[src/hw/rtl/gbrt_pkg.sv]
// Package for the batch resource tracker: sizes, request codes, phases, FSM states.
// No dependencies.
`timescale 1ns / 1ps
package gbrt_pkg;
  localparam int NumResources = 64;
  localparam int NumBatches   = 8;
  localparam int PinCapacity  = 16;
  localparam int RefBits      = 16;
  localparam logic [4:0] CapReset = 5'd16;

  typedef enum logic [3:0] {
    ReqInit     = 4'd0,
    ReqRetain   = 4'd1,
    ReqRelease  = 4'd2,
    ReqBegin    = 4'd3,
    ReqPin      = 4'd4,
    ReqCancel   = 4'd5,
    ReqSubmit   = 4'd6,
    ReqQuar     = 4'd7,
    ReqComplete = 4'd8,
    ReqDevStop  = 4'd9
  } req_e;

  typedef enum logic [1:0] {
    PhFree = 2'd0,
    PhRec  = 2'd1,
    PhSub  = 2'd2,
    PhQuar = 2'd3
  } phase_e;

  typedef enum logic [3:0] {
    StIdle, StRead, StExec, StScan, StPinWr, StDrRd, StDrCnt, StDrWr, StStat
  } state_e;
endpackage

[src/hw/rtl/gpu_batch_resource_tracker_unit.sv]
// Top level of the batch resource tracker.
// Depends on gbrt_pkg.
`timescale 1ns / 1ps
// One request at a time; busy is high while it runs, and results come as one-cycle strobes
// on res_valid_o that the receiver cannot stall. After the accepting edge a simple request
// passes the Read and Exec states, and a release that fires a finalizer adds Stat. Pin scans
// the batch's pin list one memory read a cycle, then writes the new pin in PinWr. Cancel,
// complete and device-stopped on a batch with pins drain the list last to first, each pin
// taking a pin read, a count read and a write-back, then end in Stat. Busy drops between
// requests. The count and pin memories have registered reads. No clear pass: counts and
// flags keep a valid bit per entry.
module gpu_batch_resource_tracker_unit #(
  parameter int NUM_RESOURCES = gbrt_pkg::NumResources,
  parameter int NUM_BATCHES   = gbrt_pkg::NumBatches,
  parameter int PIN_CAPACITY  = gbrt_pkg::PinCapacity,
  parameter int REF_BITS      = gbrt_pkg::RefBits
) (
  input  logic        clk_i,
  input  logic        rst_ni,
  input  logic        start,
  output logic        busy,
  input  logic        cfg_valid_i,
  output logic        cfg_ready_o,
  input  logic [4:0]  cfg_data_i,
  input  logic [3:0]  req_type_i,
  input  logic [2:0]  batch_id_i,
  input  logic [5:0]  resource_id_i,
  input  logic [63:0] serial_i,
  input  logic        has_finalizer_i,
  output logic        res_valid_o,
  output logic        ok_o,
  output logic        finalized_o,
  output logic [5:0]  finalized_resource_o,
  output logic        last_o
);
  localparam int RW = (NUM_RESOURCES > 1) ? $clog2(NUM_RESOURCES) : 1;
  localparam int BW = (NUM_BATCHES > 1) ? $clog2(NUM_BATCHES) : 1;
  localparam int PW = (PIN_CAPACITY > 1) ? $clog2(PIN_CAPACITY) : 1;
  localparam int CW = $clog2(PIN_CAPACITY + 1);
  localparam int AW = BW + PW;
  localparam int PinDepth = NUM_BATCHES * (1 << PW);
  localparam logic [REF_BITS-1:0] RefMax = '1;

  gbrt_pkg::state_e st_q, st_d;

  logic [REF_BITS-1:0] cnt_mem [NUM_RESOURCES];
  logic                fin_mem [NUM_RESOURCES];
  logic [NUM_RESOURCES-1:0] rvalid_q;
  logic [RW-1:0]       pin_mem [PinDepth];

  logic [1:0]          phase_q [NUM_BATCHES];
  logic [63:0]         lser_q  [NUM_BATCHES];
  logic [CW-1:0]       pcnt_q  [NUM_BATCHES];
  logic [4:0]          cap_q;

  logic [3:0]          req_q;
  logic [BW-1:0]       b_q;
  logic [RW-1:0]       r_q;
  logic [63:0]         ser_q;
  logic                hf_q, bok_q, rok_q, dup_q;
  logic [CW-1:0]       idx_q, idx_d;

  logic                cnt_we, pin_we;
  logic [RW-1:0]       cnt_addr, cnt_waddr;
  logic [REF_BITS-1:0] cnt_wdata;
  logic                fin_wdata;
  logic [REF_BITS-1:0] cnt_rd_q;
  logic                fin_rd_q, rv_rd_q;
  logic [AW-1:0]       pin_addr;
  logic [RW-1:0]       pin_rd_q;
  logic [REF_BITS-1:0] cnt_cur;
  logic [1:0]          ph;
  logic [CW-1:0]       pc;
  logic [CW-1:0]       cap_eff;
  logic                exec_ok, exec_scan, exec_drain, exec_fin;
  logic                dup_hit, pin_go;

  assign busy        = (st_q != gbrt_pkg::StIdle);
  assign cfg_ready_o = ~busy;
  assign cnt_cur     = rv_rd_q ? cnt_rd_q : '0;
  assign ph          = phase_q[b_q];
  assign pc          = pcnt_q[b_q];
  assign cap_eff     = (32'(cap_q) > PIN_CAPACITY) ? CW'(PIN_CAPACITY) : CW'(cap_q);

  always_ff @(posedge clk_i) begin
    if (cnt_we) begin
      cnt_mem[cnt_waddr] <= cnt_wdata;
      fin_mem[cnt_waddr] <= fin_wdata;
    end
    cnt_rd_q <= cnt_mem[cnt_addr];
    fin_rd_q <= fin_mem[cnt_addr];
    if (pin_we) pin_mem[pin_addr] <= r_q;
    pin_rd_q <= pin_mem[pin_addr];
  end

  always_ff @(posedge clk_i or negedge rst_ni) begin
    if (!rst_ni) begin
      rvalid_q <= '0;
      rv_rd_q  <= 1'b0;
    end else begin
      if (cnt_we) rvalid_q[cnt_waddr] <= 1'b1;
      rv_rd_q <= rvalid_q[cnt_addr];
    end
  end

  always_comb begin
    exec_ok = 1'b0;
    unique case (req_q)
      gbrt_pkg::ReqInit:     exec_ok = rok_q;
      gbrt_pkg::ReqRetain:   exec_ok = rok_q && cnt_cur != '0 && cnt_cur != RefMax;
      gbrt_pkg::ReqRelease:  exec_ok = rok_q && cnt_cur != '0;
      gbrt_pkg::ReqBegin:
        exec_ok = bok_q && ph == gbrt_pkg::PhFree && ser_q != '0 && ser_q > lser_q[b_q];
      gbrt_pkg::ReqPin:      exec_ok = bok_q && rok_q && ph == gbrt_pkg::PhRec;
      gbrt_pkg::ReqCancel:   exec_ok = bok_q && ph == gbrt_pkg::PhRec;
      gbrt_pkg::ReqSubmit:   exec_ok = bok_q && ph == gbrt_pkg::PhRec;
      gbrt_pkg::ReqQuar:     exec_ok = bok_q && ph == gbrt_pkg::PhSub;
      gbrt_pkg::ReqComplete: exec_ok = bok_q && ph == gbrt_pkg::PhSub && lser_q[b_q] == ser_q;
      gbrt_pkg::ReqDevStop:  exec_ok = bok_q && ph[1] && lser_q[b_q] == ser_q;
      default:               exec_ok = 1'b0;
    endcase
  end

  assign exec_scan  = exec_ok && req_q == gbrt_pkg::ReqPin;
  assign exec_drain = exec_ok && pc != '0 &&
                      (req_q == gbrt_pkg::ReqCancel || req_q == gbrt_pkg::ReqComplete ||
                       req_q == gbrt_pkg::ReqDevStop);
  assign exec_fin   = exec_ok && req_q == gbrt_pkg::ReqRelease &&
                      cnt_cur == REF_BITS'(1) && fin_rd_q;
  assign dup_hit    = (st_q == gbrt_pkg::StScan) && (idx_q != '0) && (pin_rd_q == r_q);
  assign pin_go     = !dup_q && (pc < cap_eff) && cnt_cur != '0 && cnt_cur != RefMax;

  always_comb begin
    st_d = st_q;
    unique case (st_q)
      gbrt_pkg::StIdle:  if (start) st_d = gbrt_pkg::StRead;
      gbrt_pkg::StRead:  st_d = gbrt_pkg::StExec;
      gbrt_pkg::StExec: begin
        if (exec_scan) st_d = gbrt_pkg::StScan;
        else if (exec_drain) st_d = gbrt_pkg::StDrRd;
        else if (exec_fin) st_d = gbrt_pkg::StStat;
        else st_d = gbrt_pkg::StIdle;
      end
      gbrt_pkg::StScan:  if (idx_q >= pc) st_d = gbrt_pkg::StPinWr;
      gbrt_pkg::StPinWr: st_d = gbrt_pkg::StIdle;
      gbrt_pkg::StDrRd:  st_d = gbrt_pkg::StDrCnt;
      gbrt_pkg::StDrCnt: st_d = gbrt_pkg::StDrWr;
      gbrt_pkg::StDrWr:  st_d = (idx_q == '0) ? gbrt_pkg::StStat : gbrt_pkg::StDrRd;
      gbrt_pkg::StStat:  st_d = gbrt_pkg::StIdle;
      default:           st_d = gbrt_pkg::StIdle;
    endcase
  end

  always_comb begin
    cnt_addr  = r_q;
    cnt_waddr = r_q;
    cnt_we    = 1'b0;
    cnt_wdata = cnt_cur;
    fin_wdata = fin_rd_q;
    pin_we    = 1'b0;
    pin_addr  = {b_q, idx_q[PW-1:0]};
    idx_d     = idx_q;
    res_valid_o = 1'b0;
    ok_o = 1'b0; finalized_o = 1'b0; finalized_resource_o = '0; last_o = 1'b0;
    unique case (st_q)
      gbrt_pkg::StIdle: cnt_addr = RW'(resource_id_i);
      gbrt_pkg::StExec: begin
        idx_d = exec_drain ? pc : '0;
        if (!exec_scan && !exec_drain) begin
          res_valid_o = 1'b1;
          ok_o = exec_ok;
          finalized_o = exec_fin;
          finalized_resource_o = exec_fin ? 6'(r_q) : '0;
          last_o = !exec_fin;
        end
        unique case (req_q)
          gbrt_pkg::ReqInit: begin
            cnt_we = exec_ok; cnt_wdata = REF_BITS'(1); fin_wdata = hf_q;
          end
          gbrt_pkg::ReqRetain: begin
            cnt_we = exec_ok; cnt_wdata = cnt_cur + REF_BITS'(1);
          end
          gbrt_pkg::ReqRelease: begin
            cnt_we = exec_ok; cnt_wdata = cnt_cur - REF_BITS'(1);
          end
          default: ;
        endcase
      end
      gbrt_pkg::StScan: idx_d = idx_q + CW'(1);
      gbrt_pkg::StPinWr: begin
        res_valid_o = 1'b1; last_o = 1'b1;
        ok_o = dup_q || pin_go;
        cnt_we = pin_go; cnt_wdata = cnt_cur + REF_BITS'(1);
        pin_we = pin_go;
        pin_addr = {b_q, pc[PW-1:0]};
      end
      gbrt_pkg::StDrRd: begin
        idx_d = idx_q - CW'(1);
        pin_addr = {b_q, idx_d[PW-1:0]};
      end
      gbrt_pkg::StDrCnt: cnt_addr = pin_rd_q;
      gbrt_pkg::StDrWr: begin
        cnt_waddr = pin_rd_q;
        cnt_we = cnt_cur != '0;
        cnt_wdata = cnt_cur - REF_BITS'(1);
        if (cnt_cur == REF_BITS'(1) && fin_rd_q) begin
          res_valid_o = 1'b1; ok_o = 1'b1; finalized_o = 1'b1;
          finalized_resource_o = 6'(pin_rd_q);
        end
      end
      gbrt_pkg::StStat: begin
        res_valid_o = 1'b1; ok_o = 1'b1; last_o = 1'b1;
      end
      default: ;
    endcase
  end

  always_ff @(posedge clk_i or negedge rst_ni) begin
    if (!rst_ni) begin
      st_q  <= gbrt_pkg::StIdle;
      cap_q <= gbrt_pkg::CapReset;
      for (int i = 0; i < NUM_BATCHES; i++) begin
        phase_q[i] <= gbrt_pkg::PhFree;
        lser_q[i]  <= '0;
        pcnt_q[i]  <= '0;
      end
      idx_q <= '0; dup_q <= 1'b0;
    end else begin
      st_q  <= st_d;
      idx_q <= idx_d;
      if (cfg_valid_i && cfg_ready_o) cap_q <= cfg_data_i;
      dup_q <= (st_q == gbrt_pkg::StScan) && (dup_q || dup_hit);
      if (st_q == gbrt_pkg::StExec && exec_ok) begin
        unique case (req_q)
          gbrt_pkg::ReqBegin: begin
            lser_q[b_q] <= ser_q; phase_q[b_q] <= gbrt_pkg::PhRec;
          end
          gbrt_pkg::ReqSubmit:   phase_q[b_q] <= gbrt_pkg::PhSub;
          gbrt_pkg::ReqQuar:     phase_q[b_q] <= gbrt_pkg::PhQuar;
          gbrt_pkg::ReqCancel:   phase_q[b_q] <= gbrt_pkg::PhFree;
          gbrt_pkg::ReqComplete: phase_q[b_q] <= gbrt_pkg::PhFree;
          gbrt_pkg::ReqDevStop:  phase_q[b_q] <= gbrt_pkg::PhFree;
          default: ;
        endcase
      end
      if (st_q == gbrt_pkg::StPinWr && pin_go) pcnt_q[b_q] <= pc + CW'(1);
      else if (st_q == gbrt_pkg::StDrRd) pcnt_q[b_q] <= idx_d;
    end
  end

  always_ff @(posedge clk_i) begin
    if (st_q == gbrt_pkg::StIdle && start) begin
      req_q <= req_type_i;
      b_q   <= BW'(batch_id_i);
      r_q   <= RW'(resource_id_i);
      ser_q <= serial_i;
      hf_q  <= has_finalizer_i;
      bok_q <= 32'(batch_id_i) < NUM_BATCHES;
      rok_q <= 32'(resource_id_i) < NUM_RESOURCES;
    end
  end
endmodule

[config.mk]
export PLATFORM = sky130hd
export DESIGN_NAME = gpu_batch_resource_tracker_unit
export DESIGN_NICKNAME = d
export VERILOG_FILES = /design/src/hw/rtl/gbrt_pkg.sv /design/src/hw/rtl/gpu_batch_resource_tracker_unit.sv
export SDC_FILE = /design/constraint.sdc
export NUM_CORES = 2
export LEC_CHECK = 0
export ABC_AREA = 1
export BUFFER_PORTS_ARGS = -buffer_cell sky130_fd_sc_hd__buf_4
export CAP_MARGIN = 40
export CORE_MARGIN = 2
export CORE_UTILIZATION = 62
export DETAILED_ROUTE_END_ITERATION = 7
export GPL_ROUTABILITY_DRIVEN = 0
export PLACE_DENSITY = 0.76
export SLEW_MARGIN = 20
export SYNTH_ARGS = -nofsm -noshare
export SYNTH_HDL_FRONTEND = slang
export SYNTH_SLANG_ARGS = --single-unit
[constraint.sdc]
create_clock -name clk_i -period 5.8 [get_ports clk_i]
set_clock_uncertainty 0.2 [all_clocks]
set_input_delay 0.29 -clock clk_i [delete_from_list [all_inputs] [get_ports clk_i]]
set_output_delay 0.29 -clock clk_i [all_outputs]
set_load 0.02 [all_outputs]
* After elaboration in Yosys (flattened, before gate mapping)
Memory sizes are Yosys's and may differ from the RTL's. A register that Yosys moved wholly into a read port is not among the register bits.
Cells that the tools add are included.
** Cells by class
- Reductions and logical operators :: 51
- Bitwise gates (word level) :: 12
- $lt $le $gt $ge :: 9
- Add/subtract/negate cells :: 5
- Equality and inequality tests :: 25
- Mux-type cells :: 64
** Operators by type and width (count)
- 512-bit bitwise mux :: 1
- 64-bit binary-select mux with 3-bit select :: 1
- 64-bit demux with 3-bit select :: 1
- 64-bit 2-to-1 mux :: 3
- 16-bit case mux with 3 select lines :: 2
- 40-bit bitwise mux :: 2
- 40-bit 2-to-1 mux :: 2
- 64-bit == test :: 1
- 64-bit greater-than comparator :: 1
- 64-bit OR :: 1
- 16-bit case mux with 4 select lines :: 1
- 64-bit nonzero test :: 1
- 4-bit by 3-bit == test with 1-bit output (second input constant) :: 8
- 4-bit case mux with 7 select lines :: 1
- 1-bit logical AND :: 25
- 5-bit 2-to-1 mux :: 5
- 4-bit 2-to-1 mux :: 6
- 6-bit 2-to-1 mux :: 4
- 6-bit case mux with 2 select lines :: 2
- 16-bit by 1-bit adder with 16-bit output (second input constant) :: 1
- 16-bit bitwise AND :: 1
- 8-bit bitwise AND :: 2
- 16-bit by 1-bit == test with 1-bit output (second input constant) :: 1
- 4-bit by 2-bit == test with 1-bit output (second input constant) :: 4
- 51 further kinds :: 89
** Storage, ports and cells
- Bits in writable memories :: 1856
- Logic and storage cells :: 204
- Memories kept :: 3
- Flip-flop bits (word level) :: 726
- Input port bits :: 87
- Output and inout bits :: 12
** Memories
- cnt_mem :: depth 64, width 16, rd ports 1, clocked after Yosys merged registers in 1, wr ports 1, line gpu_batch_resource_tracker_unit.sv:46 : logic [REF_BITS-1:0] cnt_mem [NUM_RESOURCES];
- pin_mem :: depth 128, width 6, rd ports 1, clocked after Yosys merged registers in 1, wr ports 1, line gpu_batch_resource_tracker_unit.sv:49 : logic [RW-1:0] pin_mem [PinDepth];
- fin_mem :: depth 64, width 1, rd ports 1, clocked after Yosys merged registers in 1, wr ports 1, line gpu_batch_resource_tracker_unit.sv:47 : logic fin_mem [NUM_RESOURCES];

* Longest topological paths before layout
- Depth after elaboration :: 15
- Depth in mapped cells :: 31
- Gate-level depth less buffers :: 28

* Worst setup path after synthesis
OpenSTA, ideal clock, no wires.
- Path type :: flip-flop to flip-flop
- Start point :: register rv_rd_q
- End point :: memory cnt_mem[0][10] (netlist name) (data pin)
- Path slack :: 0.509 ns
- Buffers on the path :: 2
- Setup time :: 0.719 ns
- Required time :: 4.881 ns
- Cell stages (with the launch flop) :: 14
- Data arrival time :: 4.371 ns
- Clock period less this slack :: 5.291 ns
- Cells stage by stage :: dfrtp_1 buf_6 buf_8 nand2_1 inv_1 ha_1 nand2_1 nor2_4 nand2_2 nor2_2 nand2_1 o21ai_0 a21oi_1 o31ai_1
** On the way
- Longest elaborated chain between the ends :: 4
- Elaborated cells on any way between the ends :: 5
- Those cells by class :: 2 x add/sub; 3 x mux
** RTL lines
- from (decl) :: line gpu_batch_resource_tracker_unit.sv:68 : logic fin_rd_q, rv_rd_q;
- from (signal assigned) :: line gpu_batch_resource_tracker_unit.sv:102 : rv_rd_q <= rvalid_q[cnt_addr];
- 16-bit 2-to-1 mux * :: line gpu_batch_resource_tracker_unit.sv:80 : assign cnt_cur = rv_rd_q ? cnt_rd_q : '0;
- 16-bit by 1-bit subtractor with 16-bit output / 16-bit by 1-bit adder with 16-bit output (equally long branches)
- 16-bit case mux with 3 select lines :: line gpu_batch_resource_tracker_unit.sv:176 : unique case (req_q)
- 16-bit case mux with 3 select lines * :: line gpu_batch_resource_tracker_unit.sv:165 : unique case (st_q)
- net cnt_wdata[10] :: line gpu_batch_resource_tracker_unit.sv:65 : logic [REF_BITS-1:0] cnt_wdata;
- to (decl) :: line gpu_batch_resource_tracker_unit.sv:46
The timed path passes the listed nets; every way through them passes the cells marked *.

* Worst setup path in the final report
- Start point :: register b_q[2]
- End point :: output res_valid_o
** On the way
- Longest elaborated chain between the ends :: 14
- Elaborated cells on any way between the ends :: 29
- Those cells by class :: 1 x order compare; 3 x eq/ne; 12 x mux; 1 x bitwise; 12 x reduce/logical
** RTL lines
- from (decl) :: line gpu_batch_resource_tracker_unit.sv:57 : logic [BW-1:0] b_q;
- from (signal assigned) :: line gpu_batch_resource_tracker_unit.sv:254 : b_q <= BW'(batch_id_i);
- 3-bit NOT with 4-bit output (implied by the code) *
- parallel branches: the longest is 10 deep, another holds 64-bit greater-than comparator
- 1-bit logical AND * :: line gpu_batch_resource_tracker_unit.sv:169 : if (!exec_scan && !exec_drain) begin
- 1-bit 2-to-1 mux * :: line gpu_batch_resource_tracker_unit.sv:169
- 1-bit case mux with 3 select lines * :: line gpu_batch_resource_tracker_unit.sv:165
- to (decl) :: line gpu_batch_resource_tracker_unit.sv:30 : output logic res_valid_o,
Mark *: on every way between the ends. The select of a mux whose other input is x is not followed.

==> results.yml <==
outcome:
  outcome: "complete, but fails checks"
  failed_checks: "negative setup slack"
drt:
  vias_per_cell: 6.30
  ant_nets: 0
  post_drt_wl_per_cell_um: 24.3
  wl_um: 322000
  drtIter0Drc: 11381
  via_count: 83516
  route.detailed.drc: 0
  drt_pre_antenna_iters: 8
clock_tree:
  clk_pin_slew_ns: 0.06
  cts_buffers: 278
  cts-root-buf: "clkbuf_16"
  cts_tree: "yes"
  insertion_delay_ns: 0.95
  cts.path.max_buffers: 4
  clock-sinks: 2605
  cts-htree-levels: 5
critical_path:
  crit_type: "reg2out"
  max_stage_delay_ns: 0.63
  startpoint_type: "flop"
  endpoint_kind: "primary output"
  path_cells: "buf_6, nand2_4, inv_1, nand2_2, inv_4, buf_8, nand2_1, nand2_1, a221oi_2, nand4_1, inv_2, ha_4, nand4_1, nor2_4, nand4_1, nor2_4, and2_4, nor2_4, nand2_2, nand2_4, nand2_4, nand2_4, o211ai_1, buf_4"
  cp_max_fo: 15
  cp_data_required_time_ns: 5.31
  arrival_ns: 5.41
  cp_common_cell: "nand2_4"
  cp_slowest_cell: "o211ai_1"
sta:
  hold_viol_final: 0
  setup_slack_ns: -0.0971
  worst_slew_pin_slew_ns: 1.19
  fin_hold_ws_ns: 0.166
  min_period_over_period: 1.02
  relSlewSlack: 0.208
  slew_violations: 0
  rsz0062_at_grt: "true"
  period_needed_ns: 5.90
  setup-violations-final: 1
  clock.fmax_mhz: 170
logic_synthesis:
  syn_inst: 10458
  ys_warn_count: 0
  ys_seq_area_frac: 0.666
  ys_ff_latch: 2605
  synth_cell_types: 62
  avgSynthCellArea_sq_um: 10.7
  synth_nets: 10626
  synth_ff_type: "edfxtp_1"
  synth_edf_count: 1934
  synth.cell_area_sq_um: 112000
  synthArstFlopShare: 0.249
power:
  clockPowerShare: 0.258
  p_sw_frac: 0.404
  p_int_mw: 39.0
  switchingPower_mw: 26.4
  pwr-share-comb: 0.389
  powerDensity_nw_per_um2: 514
  pwr-share-seq: 0.353
  leakage_nw: 50.2
  vdd_drop_max_v: 0.000715
die:
  dieHeight_um: 429
  initial_utilization: 0.623
  rows: 156
  io_pins: 99
  coreArea_sq_um: 180000
  die_x_um: 429
  dieArea_sq_um: 184000
grt:
  antenna_found_initial: 10
  grt_pass1_vias: 80036
  grt.overflow.total: 0
  grt_max_degree: 203
  grt_usage: 0.341
  grt_pass1_wl_um: 481000
finish:
  stdcell_area_sq_um: 127000
  nets: 10867
  n_fill_cell: 12040
  drive_gt1_frac: 0.0983
  area_growth_pct: 13.6
place:
  dpl_worst_slack_ns: 0.106
  hpwl_um: 182000
  post_dp_cell_area_sq_um: 116000
  port_buffers: 98
min_path:
  hold_class: "in2reg"
flow_run:
  maxCapViolCount: 0
-- final cells by class --
type / count / area, sq um / area share
clock buffers: 365 / 7640 / 0.0600
repair inverters: 1 / 8.76 / 0.0000687
repair buffers: 606 / 6290 / 0.0494
inverters: 505 / 1960 / 0.0154
multi-input cells: 6702 / 33000 / 0.259
flip-flops and latches: 2605 / 74800 / 0.587
well taps: 2370 / 2970 / 0.0233
diodes: 3 / 7.51 / 0.0000589
clock inverters: 97 / 822 / 0.00645
-- synthesized netlist by cell type, types with 89 or more instances --
cell type	instances	area, sq um
nor2_1	691	2590
o21ai_0	677	3390
inv_1	473	1780
nand2_1	3134	11800
edfxtp_1	1934	58100
dfrtp_1	647	16200
o21ai_1	382	1910
a21oi_1	89	445
nand3_1	482	2410
clkbuf_1	315	1180
buf_2	199	996
o211ai_1	551	4140
or2_2	90	563
-- worst max-delay path, delay by kind of cell, from the launching register on --
family	cells	cell delay (ns)
and+or+nand+nor	15	1.97
DFF	1	0.58
buffers and inverters	6	1.02
AOI/OAI and AO/OA	2	0.67
adders and majority gates	1	0.28
-- final timing paths --
kind / slack [ns] / startpoint / cells past startpoint / to
worst max-delay path: -0.1 / b_q[2] / 24 / res_valid_o
worst max register to register: 0.51 / b_q[0] / 17 / pin_mem[38][0]
worst min register to register: 0.25 / rvalid_q[15] / 2 / rvalid_q[15]
max in group asynchronous: 4.00 / rst_ni / 4 / lser_q[217]
min in group asynchronous: 0.43 / rst_ni / 4 / lser_q[211]
worst min-delay path: 0.17 / start / 4 / st_q[2]
-- per-stage QoR --
stage	TNS [ns]	cells	power [mW]	util
global placement	0	12530	46.6	0.641
CTS	0	13195	64.3	0.701
global route	-0.368	13251	67.8	0.707
floorplan	0	10458	38.1	-
detailed placement	0	12547	47.3	0.643
finish	-0.0971	13254	65.5	0.707
-- cell usage in the layout, fill, tap and decap left out, types with 61 or more instances in the layout --
| cell type | netlist | final |
|---|---|---|
| a21oi_1 | 89 | 85 |
| o211ai_1 | 551 | 551 |
| nand2_1 | 3134 | 3119 |
| a22oi_1 | 76 | 76 |
| edfxtp_1 | 1934 | 1934 |
| nand4_1 | 81 | 81 |
| buf_4 | 41 | 332 |
| buf_12 | 0 | 63 |
| clkbuf_16 | 0 | 291 |
| nand3_1 | 482 | 480 |
| o21ai_0 | 677 | 672 |
| inv_1 | 473 | 468 |
| nor2_1 | 691 | 681 |
| dlygate4sd3_1 | 0 | 175 |
| dfrtp_1 | 647 | 647 |
| clkbuf_1 | 315 | 61 |
| or2_2 | 90 | 90 |
| o21ai_1 | 382 | 385 |
| ha_1 | 81 | 79 |
-- kinds of logic after synthesis --
kind of cell | synth area share
and+or+nand+nor | 0.167
DFF | 0.666
AOI/OAI and AO/OA | 0.108
buffers and inverters | 0.0463
adders and majority gates | 0.00904
xor gates and xnor gates | 0.00211
muxes | 0.000402
-- power by group through the flow --
| stage | Combinational (mW) | Clock, mW | Sequential [mW] |
|---|---|---|---|
| 2_1_floorplan | 14.4 | 0 | 23.7 |
| 5_1_grt | 27.0 | 17.6 | 23.2 |
| 6_report | 25.4 | 16.9 | 23.1 |
| 3_5_place_dp | 23.9 | 0 | 23.5 |
| 3_3_place_gp | 23.1 | 0 | 23.5 |
| 4_1_cts | 24.3 | 16.9 | 23.1 |
-- what timing repair did --
item,in CTS,in global routing
endpoints found under the hold margin,507,0
setup buffers,9,43
pin swaps,4,21
cloned,1,4
setup endpoints to repair,10,10
gates resized for setup,22,89
hold buffers,176,0
-- flip-flops by register name, summed over array words and instances (netlist names) --
| signal | cells |
|---|---|
| hf_q | 1 |
| pin_rd_q | 6 |
| pin_mem | 768 |
| cnt_mem | 1024 |
| pcnt_q | 40 |
| st_q | 4 |
| dup_q | 1 |
| req_q | 4 |
| rvalid_q | 64 |
| idx_q | 5 |
| ser_q | 64 |
| rv_rd_q | 1 |
| fin_rd_q | 1 |
| b_q | 3 |
| lser_q | 512 |
| phase_q | 16 |
| cnt_rd_q | 16 |
| fin_mem | 64 |
| cap_q | 5 |
| r_q | 6 |
-- per-layer routing --
metal / GRT usage / share of wire
met5: 0 / 0.00028
met4: 0.186 / 0.062
met3: 0.0664 / 0.11
met2: 0.539 / 0.47
met1: 0.450 / 0.36
Power figures use the tool's default switching activity.
